===== config.mk =====
export PLATFORM = sky130hd
export DESIGN_NAME = entropy_health_test_rct_apt
export DESIGN_NICKNAME = d
export VERILOG_FILES = /design/src/hdl/eht_pkg.sv /design/src/hdl/eht_tests.sv /design/src/hdl/entropy_health_test_rct_apt.sv
export SDC_FILE = /design/constraint.sdc
export NUM_CORES = 1
export LEC_CHECK = 0
export ABC_CLOCK_PERIOD_IN_PS = 5300
export BUFFER_PORTS_ARGS = -buffer_cell sky130_fd_sc_hd__buf_2
export CELL_PAD_IN_SITES_DETAIL_PLACEMENT = 1
export CELL_PAD_IN_SITES_GLOBAL_PLACEMENT = 1
export CORE_ASPECT_RATIO = 1.75
export CORE_MARGIN = 2
export CORE_UTILIZATION = 49
export CTS_CLUSTER_SIZE = 8
export DETAILED_ROUTE_END_ITERATION = 8
export MAX_ROUTING_LAYER = met4
export PLACE_DENSITY_LB_ADDON = 0.1
export SLEW_MARGIN = 25
export SYNTH_ARGS = -nofsm -noshare
export SYNTH_HDL_FRONTEND = slang
export SYNTH_HIERARCHICAL = 1
export SYNTH_SLANG_ARGS = --single-unit

===== constraint.sdc =====
create_clock -name clk_i -period 5.3 [get_ports clk_i]
set_input_delay 0.265 -clock clk_i [delete_from_list [all_inputs] [get_ports clk_i]]
set_output_delay 0.265 -clock clk_i [all_outputs]
set_load 0.1 [all_outputs]

===== src/hdl/eht_pkg.sv =====
// ----------------------------------------------------------------------------
// Entropy health test package
// Shared types, status codes, register indexes and reset values for the
// repetition count and adaptive proportion health tests.
// ----------------------------------------------------------------------------
package eht_pkg;

  // Field widths
  localparam int unsigned CutoffW  = 16;
  localparam int unsigned StartupW = 20;
  localparam int unsigned SampleW  = 32;
  localparam int unsigned StatW    = 16;
  localparam int unsigned CfgAddrW = 2;
  localparam int unsigned CfgDataW = 20;

  // Default counter width
  localparam int unsigned COUNT_WIDTH_DEFAULT = 16;

  // Health status codes
  localparam logic [1:0] ST_WARMING  = 2'd0;
  localparam logic [1:0] ST_OK       = 2'd1;
  localparam logic [1:0] ST_FAIL_RCT = 2'd2;
  localparam logic [1:0] ST_FAIL_APT = 2'd3;

  // Configuration register indexes
  localparam logic [CfgAddrW-1:0] CFG_RUN_CUTOFF        = 2'd0;
  localparam logic [CfgAddrW-1:0] CFG_WINDOW_SIZE       = 2'd1;
  localparam logic [CfgAddrW-1:0] CFG_PROPORTION_CUTOFF = 2'd2;
  localparam logic [CfgAddrW-1:0] CFG_STARTUP_LENGTH    = 2'd3;

  // Configuration reset values
  localparam logic [CutoffW-1:0]  RUN_CUTOFF_RST        = 16'd21;
  localparam logic [CutoffW-1:0]  WINDOW_SIZE_RST       = 16'd1024;
  localparam logic [CutoffW-1:0]  PROPORTION_CUTOFF_RST = 16'd589;
  localparam logic [StartupW-1:0] STARTUP_LENGTH_RST    = 20'd1024;

  // Configuration register set
  typedef struct packed {
    logic [CutoffW-1:0]  run_cutoff;
    logic [CutoffW-1:0]  window_size;
    logic [CutoffW-1:0]  proportion_cutoff;
    logic [StartupW-1:0] startup_length;
  } cfg_t;

  // Result of one request
  typedef struct packed {
    logic [1:0]         health_status;
    logic               passing;
    logic [SampleW-1:0] bits_accepted;
    logic [StatW-1:0]   longest_run_seen;
    logic [StatW-1:0]   highest_window_count;
  } result_t;

endpackage


===== src/hdl/eht_tests.sv =====
// ----------------------------------------------------------------------------
// Entropy health test core
// Holds the test state and updates it for one request per step: repetition
// count test, adaptive proportion test, failure latch and startup tracking.
// ----------------------------------------------------------------------------
module eht_tests #(
  parameter int unsigned COUNT_WIDTH = eht_pkg::COUNT_WIDTH_DEFAULT
) (
  input  logic             clk_i,
  input  logic             rst_ni,
  input  logic             step_i,
  input  logic             restart_i,
  input  logic             bit_i,
  input  eht_pkg::cfg_t    cfg_i,
  output eht_pkg::result_t res_o
);

  localparam int unsigned CmpW = (COUNT_WIDTH > eht_pkg::CutoffW) ?
                                 COUNT_WIDTH : eht_pkg::CutoffW;
  localparam int unsigned PosW = eht_pkg::CutoffW;
  localparam int unsigned SmpW = eht_pkg::SampleW;

  logic [1:0]             status_q, status_d;
  logic [SmpW-1:0]        sample_count_q, sample_count_d;
  logic                   last_valid_q, last_valid_d;
  logic                   last_bit_q, last_bit_d;
  logic [COUNT_WIDTH-1:0] run_q, run_d;
  logic [COUNT_WIDTH-1:0] max_run_q, max_run_d;
  logic                   ref_bit_q, ref_bit_d;
  logic [COUNT_WIDTH-1:0] ref_count_q, ref_count_d;
  logic [PosW-1:0]        pos_q, pos_d;
  logic [COUNT_WIDTH-1:0] max_win_q, max_win_d;

  // Compute the state after the current request
  always_comb begin
    logic                   fresh;
    logic                   failed;
    logic                   open_win;
    logic                   apt_fail;
    logic [COUNT_WIDTH-1:0] run_n;
    logic [COUNT_WIDTH-1:0] cnt_n;
    logic [SmpW-1:0]        sc_n;

    status_d       = status_q;
    sample_count_d = sample_count_q;
    last_valid_d   = last_valid_q;
    last_bit_d     = last_bit_q;
    run_d          = run_q;
    max_run_d      = max_run_q;
    ref_bit_d      = ref_bit_q;
    ref_count_d    = ref_count_q;
    pos_d          = pos_q;
    max_win_d      = max_win_q;

    fresh    = !last_valid_q;
    failed   = (status_q == eht_pkg::ST_FAIL_RCT) || (status_q == eht_pkg::ST_FAIL_APT);
    open_win = fresh || (pos_q >= cfg_i.window_size);
    apt_fail = 1'b0;
    cnt_n    = ref_count_q;
    sc_n     = sample_count_q;

    // Extend or restart the current run
    if (!fresh && (bit_i == last_bit_q)) begin
      run_n = (run_q == '1) ? run_q : run_q + COUNT_WIDTH'(1);
    end else begin
      run_n = COUNT_WIDTH'(1);
    end

    if (step_i) begin
      if (restart_i) begin
        // Return all test state to its reset value, with the window position set to the configured window size
        status_d       = eht_pkg::ST_WARMING;
        sample_count_d = '0;
        last_valid_d   = 1'b0;
        last_bit_d     = 1'b0;
        run_d          = '0;
        max_run_d      = '0;
        ref_bit_d      = 1'b0;
        ref_count_d    = '0;
        pos_d          = cfg_i.window_size;
        max_win_d      = '0;
      end else if (!failed) begin
        last_bit_d   = bit_i;
        last_valid_d = 1'b1;
        run_d        = run_n;
        if (run_n > max_run_q) begin
          max_run_d = run_n;
        end

        if (CmpW'(run_n) >= CmpW'(cfg_i.run_cutoff)) begin
          status_d = eht_pkg::ST_FAIL_RCT;
        end else begin
          // Open a new window or count into the current one
          if (open_win) begin
            if (ref_count_q > max_win_q) begin
              max_win_d = ref_count_q;
            end
            ref_bit_d   = bit_i;
            ref_count_d = COUNT_WIDTH'(1);
            pos_d       = PosW'(1);
          end else begin
            if (bit_i == ref_bit_q) begin
              cnt_n = (ref_count_q == '1) ? ref_count_q : ref_count_q + COUNT_WIDTH'(1);
            end
            ref_count_d = cnt_n;
            pos_d       = (pos_q == '1) ? pos_q : pos_q + PosW'(1);
            apt_fail    = CmpW'(cnt_n) >= CmpW'(cfg_i.proportion_cutoff);
          end

          if (apt_fail) begin
            status_d = eht_pkg::ST_FAIL_APT;
          end else begin
            // Count the accepted bit and leave warming when due
            sc_n = (sample_count_q == '1) ? sample_count_q : sample_count_q + SmpW'(1);
            sample_count_d = sc_n;
            if ((status_q == eht_pkg::ST_WARMING) && (sc_n >= SmpW'(cfg_i.startup_length))) begin
              status_d = eht_pkg::ST_OK;
            end
          end
        end
      end
    end
  end

  // Hold the test state
  always_ff @(posedge clk_i or negedge rst_ni) begin
    if (!rst_ni) begin
      status_q       <= eht_pkg::ST_WARMING;
      sample_count_q <= '0;
      last_valid_q   <= 1'b0;
      last_bit_q     <= 1'b0;
      run_q          <= '0;
      max_run_q      <= '0;
      ref_bit_q      <= 1'b0;
      ref_count_q    <= '0;
      pos_q          <= eht_pkg::WINDOW_SIZE_RST;
      max_win_q      <= '0;
    end else begin
      status_q       <= status_d;
      sample_count_q <= sample_count_d;
      last_valid_q   <= last_valid_d;
      last_bit_q     <= last_bit_d;
      run_q          <= run_d;
      max_run_q      <= max_run_d;
      ref_bit_q      <= ref_bit_d;
      ref_count_q    <= ref_count_d;
      pos_q          <= pos_d;
      max_win_q      <= max_win_d;
    end
  end

  // Report the state after the request
  always_comb begin
    res_o.health_status        = status_d;
    res_o.passing              = (status_d == eht_pkg::ST_OK);
    res_o.bits_accepted        = sample_count_d;
    res_o.longest_run_seen     = eht_pkg::StatW'(max_run_d);
    res_o.highest_window_count = eht_pkg::StatW'(max_win_d);
  end

endmodule


===== src/hdl/entropy_health_test_rct_apt.sv =====
// ----------------------------------------------------------------------------
// Entropy health test, repetition count and adaptive proportion
// Continuous health tests on a raw binary noise stream with latched failure.
// ----------------------------------------------------------------------------
// Each request carries one noise bit or a restart, and produces exactly one
// result showing the health status and statistics after that request. The
// block takes one request per cycle while the result channel does not stall:
// a request register feeds the combinational test update, whose outcome lands
// in the result register. Back-to-back requests run at full rate, as the
// test state loop closes within the update. The result register lets a new
// request enter while a finished result still waits. The user must write
// configuration registers through the plain write port only while no
// request is in flight; the block does not enforce this. COUNT_WIDTH sets
// the width of the run and window counters, which saturate.
module entropy_health_test_rct_apt #(
  parameter int unsigned COUNT_WIDTH = eht_pkg::COUNT_WIDTH_DEFAULT
) (
  input  logic                               clk_i,
  input  logic                               rst_ni,
  // Configuration write port
  input  logic                               cfg_we_i,
  input  logic [eht_pkg::CfgAddrW-1:0]       cfg_addr_i,
  input  logic [eht_pkg::CfgDataW-1:0]       cfg_wdata_i,
  // Request channel
  input  logic                               in_valid_i,
  output logic                               in_stall_o,
  input  logic                               req_type_i,
  input  logic                               sample_bit_i,
  // Result channel
  output logic                               out_valid_o,
  input  logic                               out_stall_i,
  output logic [1:0]                         health_status_o,
  output logic                               passing_o,
  output logic [eht_pkg::SampleW-1:0]        bits_accepted_o,
  output logic [eht_pkg::StatW-1:0]          longest_run_seen_o,
  output logic [eht_pkg::StatW-1:0]          highest_window_count_o
);

  eht_pkg::cfg_t    cfg_q;
  logic             in_valid_q;
  logic             req_q;
  logic             bit_q;
  logic             out_valid_q;
  logic             out_ready;
  logic             advance;
  eht_pkg::result_t res_d;
  eht_pkg::result_t res_q;

  // Write configuration registers
  always_ff @(posedge clk_i or negedge rst_ni) begin
    if (!rst_ni) begin
      cfg_q.run_cutoff        <= eht_pkg::RUN_CUTOFF_RST;
      cfg_q.window_size       <= eht_pkg::WINDOW_SIZE_RST;
      cfg_q.proportion_cutoff <= eht_pkg::PROPORTION_CUTOFF_RST;
      cfg_q.startup_length    <= eht_pkg::STARTUP_LENGTH_RST;
    end else if (cfg_we_i) begin
      case (cfg_addr_i)
        eht_pkg::CFG_RUN_CUTOFF: begin
          cfg_q.run_cutoff <= cfg_wdata_i[eht_pkg::CutoffW-1:0];
        end
        eht_pkg::CFG_WINDOW_SIZE: begin
          cfg_q.window_size <= cfg_wdata_i[eht_pkg::CutoffW-1:0];
        end
        eht_pkg::CFG_PROPORTION_CUTOFF: begin
          cfg_q.proportion_cutoff <= cfg_wdata_i[eht_pkg::CutoffW-1:0];
        end
        eht_pkg::CFG_STARTUP_LENGTH: begin
          cfg_q.startup_length <= cfg_wdata_i[eht_pkg::StartupW-1:0];
        end
        default: begin
          cfg_q <= cfg_q;
        end
      endcase
    end
  end

  // Advance when the result register is free or being drained
  assign out_ready  = !out_valid_q || !out_stall_i;
  assign advance    = in_valid_q && out_ready;
  assign in_stall_o = in_valid_q && !out_ready;

  // Hold the request register
  always_ff @(posedge clk_i or negedge rst_ni) begin
    if (!rst_ni) begin
      in_valid_q <= 1'b0;
    end else if (!in_stall_o) begin
      in_valid_q <= in_valid_i;
    end
  end

  always_ff @(posedge clk_i) begin
    if (!in_stall_o) begin
      req_q <= req_type_i;
      bit_q <= sample_bit_i;
    end
  end

  // Run the tests on the registered request
  eht_tests #(
    .COUNT_WIDTH (COUNT_WIDTH)
  ) u_tests (
    .clk_i     (clk_i),
    .rst_ni    (rst_ni),
    .step_i    (advance),
    .restart_i (req_q),
    .bit_i     (bit_q),
    .cfg_i     (cfg_q),
    .res_o     (res_d)
  );

  // Hold the result register
  always_ff @(posedge clk_i or negedge rst_ni) begin
    if (!rst_ni) begin
      out_valid_q <= 1'b0;
      res_q       <= '0;
    end else begin
      if (out_ready) begin
        out_valid_q <= in_valid_q;
      end
      if (advance) begin
        res_q <= res_d;
      end
    end
  end

  assign out_valid_o            = out_valid_q;
  assign health_status_o        = res_q.health_status;
  assign passing_o              = res_q.passing;
  assign bits_accepted_o        = res_q.bits_accepted;
  assign longest_run_seen_o     = res_q.longest_run_seen;
  assign highest_window_count_o = res_q.highest_window_count;

  // A latched failure ignores noise bits
  a_fail_latched: assert property (@(posedge clk_i) disable iff (!rst_ni)
    (advance && !req_q && ((res_q.health_status == eht_pkg::ST_FAIL_RCT) ||
                           (res_q.health_status == eht_pkg::ST_FAIL_APT)))
    |=> (res_q == $past(res_q)))
    else $error("noise bit changed state after a latched failure");

  // Accepted bit count never falls without a restart
  a_count_mono: assert property (@(posedge clk_i) disable iff (!rst_ni)
    (advance && !req_q) |=> (res_q.bits_accepted >= $past(res_q.bits_accepted)))
    else $error("accepted bit count decreased without restart");

  // A restart always reports warming with cleared statistics
  a_restart_clear: assert property (@(posedge clk_i) disable iff (!rst_ni)
    (advance && req_q) |=> ((res_q.health_status == eht_pkg::ST_WARMING) &&
                            (res_q.bits_accepted == '0) &&
                            (res_q.longest_run_seen == '0)))
    else $error("restart did not clear the test state");

  // An empty result register never stalls requests
  a_no_false_stall: assert property (@(posedge clk_i) disable iff (!rst_ni)
    !out_valid_o |-> !in_stall_o)
    else $error("request stalled with empty result register");

endmodule

== Yosys cells after proc, flatten, opt, wreduce, memory -nomap -nowiden ==
Cells that the tools add are included.

* Add/subtract/negate cells: 4
* Multiply operators: 0
* Div/mod/pow operators: 0
* $lt $le $gt $ge: 6
* Equality and inequality tests: 15
* Shifts and indexed selects: 0
* Muxes and demuxes: 55
* Bitwise logic cells: 0
* Reduce and logical (&&, ||, !) cells: 22

{| class="wikitable"
|+ Operators by type and width
! cell !! number
|-
| $mux 16 || 30
|-
| $mux 32 || 6
|-
| $add 16x1->16 const B || 3
|-
| $eq 16x16->1 const B || 3
|-
| $ge 16x16->1 || 3
|-
| $add 32x1->32 const B || 1
|-
| $eq 32x32->1 const B || 1
|-
| $ge 32x20->1 || 1
|-
| $gt 16x16->1 || 2
|-
| $mux 1 || 13
|-
| $mux 2 || 6
|-
| $reduce_and 2->1 || 5
|-
| $eq 2x2->1 const B || 4
|-
| $reduce_and 4->1 || 2
|-
| $eq 2x1->1 const B || 2
|-
| $logic_and 1x1->1 || 4
|-
| $logic_not 1->1 || 4
|-
| $logic_not 2->1 || 2
|-
| $ne 2x2->1 const B || 2
|-
| $logic_or 1x1->1 || 3
|-
| $ne 3x2->1 const B || 1
|-
| $reduce_and 3->1 || 1
|-
| $eq 1x1->1 || 2
|-
| $reduce_bool 2->1 || 1
|}

* Flip-flop bits (word level): 256
* Latch bits: 0
* Memory bits (writable): 0
* ROM bits: 0
* Input bits: 29
* Output and inout bits: 69
* Logic and storage cells: 125
* Memories kept: 0

== Logic depth before layout (Yosys ltp) ==
* Word-level depth: 20
* Depth in mapped cells: 19
* Gate-level depth less buffers: 16

== Cells and area by module ==
Netlist, hierarchy kept.

{| class="wikitable"
|+ By module, submodules not included
! module !! instances !! cells an instance !! area an instance (um^2) !! seq. area each (um^2)
|-
| eht_tests || 1 || 1197 || 9907.0 || 2929.1
|-
| entropy_health_test_rct_apt || 1 || 295 || 5193.7 || 3500.9
|}

== Least setup slack after synthesis ==
Ideal clock, no wire load.

* Path type: register to register
* Start point: reg u_tests.run_q[6]
* End point: reg res_q, in the netlist longest_run_seen_o[10]
* Library setup time: 125 ps
* Data arrival time: 4065 ps
* Data required time: 5175 ps
* Path slack: 1109 ps
* Stages on the path, launching flop included: 19
* Buffers on the path: 3
* Period minus slack after synthesis: 4191 ps
* Cells stage by stage: dfrtp_1 > and4_1 > nand3_1 > nor3_1 > clkbuf_1 > nor3_1 > xnor2_1 > nor2_1 > ha_1 > a21o_1 > a21o_1 > a2111oi_0 > o21ai_0 > nand2_1 > and2_1 > clkbuf_1 > clkbuf_1 > o221ai_1 > mux2_2

{| class="wikitable"
|+ RTL lines
! element !! RTL line !! RTL
|-
| from (decl) || eht_tests.sv:27 || <nowiki>logic [COUNT_WIDTH-1:0] run_q, run_d;</nowiki>
|-
| from (signal assigned) || eht_tests.sv:143 || <nowiki>run_q <= run_d;</nowiki>
|-
| to (signal assigned) || entropy_health_test_rct_apt.sv:121 || <nowiki>res_q <= res_d;</nowiki>
|-
| to (decl) || entropy_health_test_rct_apt.sv:47 || <nowiki>eht_pkg::result_t res_q;</nowiki>
|}

==> run_results.csv <==
group,metric,value,unit
worst_setup_path,ff2ff_path_depth,17,
yosys,syn_inst,1492,
sta,tightest_slew,1.02,ns
power_and_ir_drop,total_power,0.00837,W
yosys,netlist.top_cell.by_area,"dfrtp_1",
power_and_ir_drop,switching_share,44.1,%
yosys,synthArstFlopShare,99.2,%
die,die_h,236,um
sta,finalHoldViolCount,0,
layout,final_cell_mix,"243 x dfrtp_1, 136 x mux2_2, 126 x inv_1",
yosys,synth_edf_count,2,
detailed_routing,routed_wl,48.9,mm
run,cap_violations,0,
placed_design,port_buffers,97,
worst_setup_path,timing.rr.start,"u_tests/run_q[0]",
sta,rsz0062_at_grt,"no",
grt,grt_max_degree,168,
layout,final_cells,2025,
yosys,yosysSeqAreaShare,42.6,%
detailed_routing,drtIter0Drc,685,
clocking,numCtsBuffers,37,
yosys,synthTopCellsByArea,"dfrtp_1 40%, mux2_2 10%, ha_1 8.6%, nand4_1 3.1%, inv_1 3.1%",
worst_setup_path,timing.rr.end,"bits_accepted_o[25]",
sta,max_slew_margin,32.2,%
worst_setup_path,regToRegSetupSlack,0.39,ns
clocking,cts_tree,"built",
layout,final-seq-area,6430,um^2
detailed_routing,via_per_inst,6.36,
detailed_routing,num_vias,12900,
layout,area_growth,14.9,%
detailed_routing,drc,0,
layout,fillers,3362,
clocking,cts_setup_buffers,0,
power_and_ir_drop,p_clk_share,26.6,%
worst_setup_path,cp_data_required_time,5.70,ns
worst_setup_path,start_kind,"register",
clocking,cts.sinks,256,
layout,num_antenna_cells,0,
yosys,synthFlopType,"dfrtp_1",
power_and_ir_drop,comb_power_share,39.4,%
yosys,syn_nets,1625,
grt,grt_pass1_vias,13900,
layout,final_common_cell,"dfrtp_1",
clocking,clock_path_buffers,3,
placed_design,gp_congestion,0.951,
power_and_ir_drop,vdd_drop_max,0.459,mV
yosys,synth_cell_types,80,
clocking,cts_root_buf,"clkbuf_16",
yosys,ys_seq_elements,256,
placed_design,numPlacedInstances,1956,
yosys,synth_area,15100,um^2
detailed_routing,wl_per_cell,24.2,um
layout,drive_gt1_share,22.1,%
die,start_util,49.5,%
power_and_ir_drop,leakagePower,7.99,nW
worst_setup_path,path_max_fanout,13,
grt,antenna_found_initial,0,
sta,tns,0,ns
hold_path,worstHoldEndpoint,"cfg_q[53]",
placed_design,hpwl,35.1,mm
die,die_x,137,um
detailed_routing,first_pass_iters,5,
die,core.rowCount,85,
die,fp.coreArea,30500,um^2
worst_setup_path,crit_path_end_kind,"register",
grt,track_usage,31.8,%
clocking,clk_latency,0.54,ns
hold_path,holdPathStages,2,
die,ios,98,
grt,grt_pass1_wl,76.9,mm
yosys,yosysTopAreaCellShare,40.3,%
power_and_ir_drop,internal_power,0.00468,W
die,dieArea,32300,um^2
hold_path,min_from,"cfg_wdata_i[1]",
detailed_routing,ant_nets,0,
worst_setup_path,crit_type,"register to register",
power_and_ir_drop,power_density,482,nW/um^2
yosys,yosysWarnings,6,
clocking,cts_max_level,2,
sta,fin_skew,0.0269,ns
layout,nets,1746,
sta,period_share,92.6,%
power_and_ir_drop,power.switching,0.00369,W
power_and_ir_drop,seqPwrFrac,34.0,%
yosys,synth_area_per_cell,10.1,um^2
clocking,cts.reportedPaths.clkPinSlew,0.05,ns
sta,max_freq,204,MHz
sta,setup_viol,0,
sta,min_period,4.91,ns
hold_path,hp-class,"primary input to register",
grt,overflow,0,
layout,multi_input_area,7860,um^2
run_status,run_status,"finished clean",
worst_setup_path,crit_arrival,5.31,ns
sta,drv_slew,0,
-- metrics by stage --
stage          area (um^2)  utilization, %  hold slack [ns]  setup slack (ns)
2_1_floorplan        15100               -          -0.0306              1.11
3_3_place_gp         16200            53.0            0.317             0.545
3_5_place_dp         16200            53.1            0.316             0.381
4_1_cts              17300            56.8           0.0756             0.249
5_1_grt              17400            56.8           0.0955            0.0194
6_report             17400            56.8           0.0881             0.392
-- power by group through the flow --
stage / clock network [W] / registers, W / logic (W)
2_1_floorplan: 0 / 0.00404 / 0.00129
4_1_cts: 0.00227 / 0.00284 / 0.00331
3_3_place_gp: 0 / 0.00283 / 0.00320
3_5_place_dp: 0 / 0.00286 / 0.00328
6_report: 0.00222 / 0.00285 / 0.00330
5_1_grt: 0.00235 / 0.00291 / 0.00353
-- state kept, by name (all words and copies together) (netlist names), 2 cells and up --
signal and flops:
bits_accepted_o 32, u_tests/max_win_q 16, u_tests/run_q 16, u_tests/status_q 2
u_tests/ref_count_q 16, health_status_o 2, u_tests/pos_q 16, u_tests/sample_count_q 32
cfg_q 68, u_tests/max_run_q 16, highest_window_count_o 16, longest_run_seen_o 16
-- metal layers --
| layer | up-vias | global-route usage [%] | wire [um] |
|---|---|---|---|
| met5 | - | - | 0 |
| met4 | 0 | 18.3 | 3000 |
| met3 | 140 | 3.78 | 1670 |
| met2 | 325 | 57.8 | 26700 |
| met1 | 6613 | 32.1 | 17600 |
| li1 | 5797 | - | - |
-- critical path, cell delays in order (launching register included) --
cell and delay [ns]:
dfrtp_1 0.40, ha_1 0.21, and3_1 0.19, nand3_1 0.15
nor2_1 0.29, and3b_1 0.22, or3_1 0.36, inv_1 0.11
ha_1 0.27, a211oi_1 0.30, nand2_1 0.14, a2111o_1 0.39
o21ai_0 0.30, nand2_2 0.32, buf_4 0.28, nor3_1 0.36
a311oi_1 0.18, mux2_2 0.29
-- kinds of logic (layout without fill, tap and decap cells) --
group / Yosys count / in the layout / synth area share (%)
DFF: 256 / 256 / 42.6
adders and majority gates: 104 / 104 / 8.62
buffers and inverters: 207 / 349 / 5.50
AOI/OAI and AO/OA: 326 / 326 / 15.5
muxes: 139 / 139 / 10.3
xor gates and xnor gates: 42 / 42 / 2.44
and+or+nand+nor: 418 / 418 / 15.0
-- how the worst max path moves through the flow --
| stage | cells after the start | slack [ns] | to | start |
|---|---|---|---|---|
| finish | 17 | 0.39 | bits_accepted_o[25] | u_tests/run_q[0] |
| global route | 18 | 0.02 | bits_accepted_o[25] | u_tests/run_q[0] |
| CTS | 17 | 0.25 | bits_accepted_o[25] | u_tests/run_q[0] |
| detailed placement | 17 | 0.38 | bits_accepted_o[25] | u_tests/run_q[0] |
| global placement | 18 | 0.54 | bits_accepted_o[25] | u_tests/run_q[0] |
| floorplan | 18 | 1.11 | longest_run_seen_o[10] | u_tests/run_q[6] |
-- repair_timing --
| action | CTS | global route |
|---|---|---|
| hold buffers | 9 | 0 |
| setup endpoints to repair | 0 | 5 |
| gates resized for setup | 0 | 1 |
| endpoints found under the hold margin | 95 | 0 |
-- cell type report --
| cell class | count | area share [%] |
|---|---|---|
| Multi-Input combinational cell | 1029 | 45.3 |
| Clock buffer | 59 | 6.06 |
| Tap cell | 391 | 2.82 |
| Clock inverter | 1 | 0.0505 |
| Inverter | 126 | 2.73 |
| Sequential cell | 256 | 37.1 |
| Timing Repair Buffer | 163 | 5.99 |
-- cell usage after synthesis (14+ instances only) --
cell type / number
inv_1: 126
xnor2_1: 27
nand2_1: 98
nand4_1: 76
and4_1: 14
o221ai_1: 18
nor2_1: 56
nor3_1: 25
a22o_1: 24
ha_1: 104
clkbuf_1: 61
o211ai_1: 50
dfrtp_1: 243
nand3_1: 55
mux2_2: 136
o21ai_0: 46
o311ai_0: 15
a21oi_1: 46
and3_1: 15
a31oi_1: 18
xor2_1: 15
No activity file was read; power rests on OpenSTA's default activity.
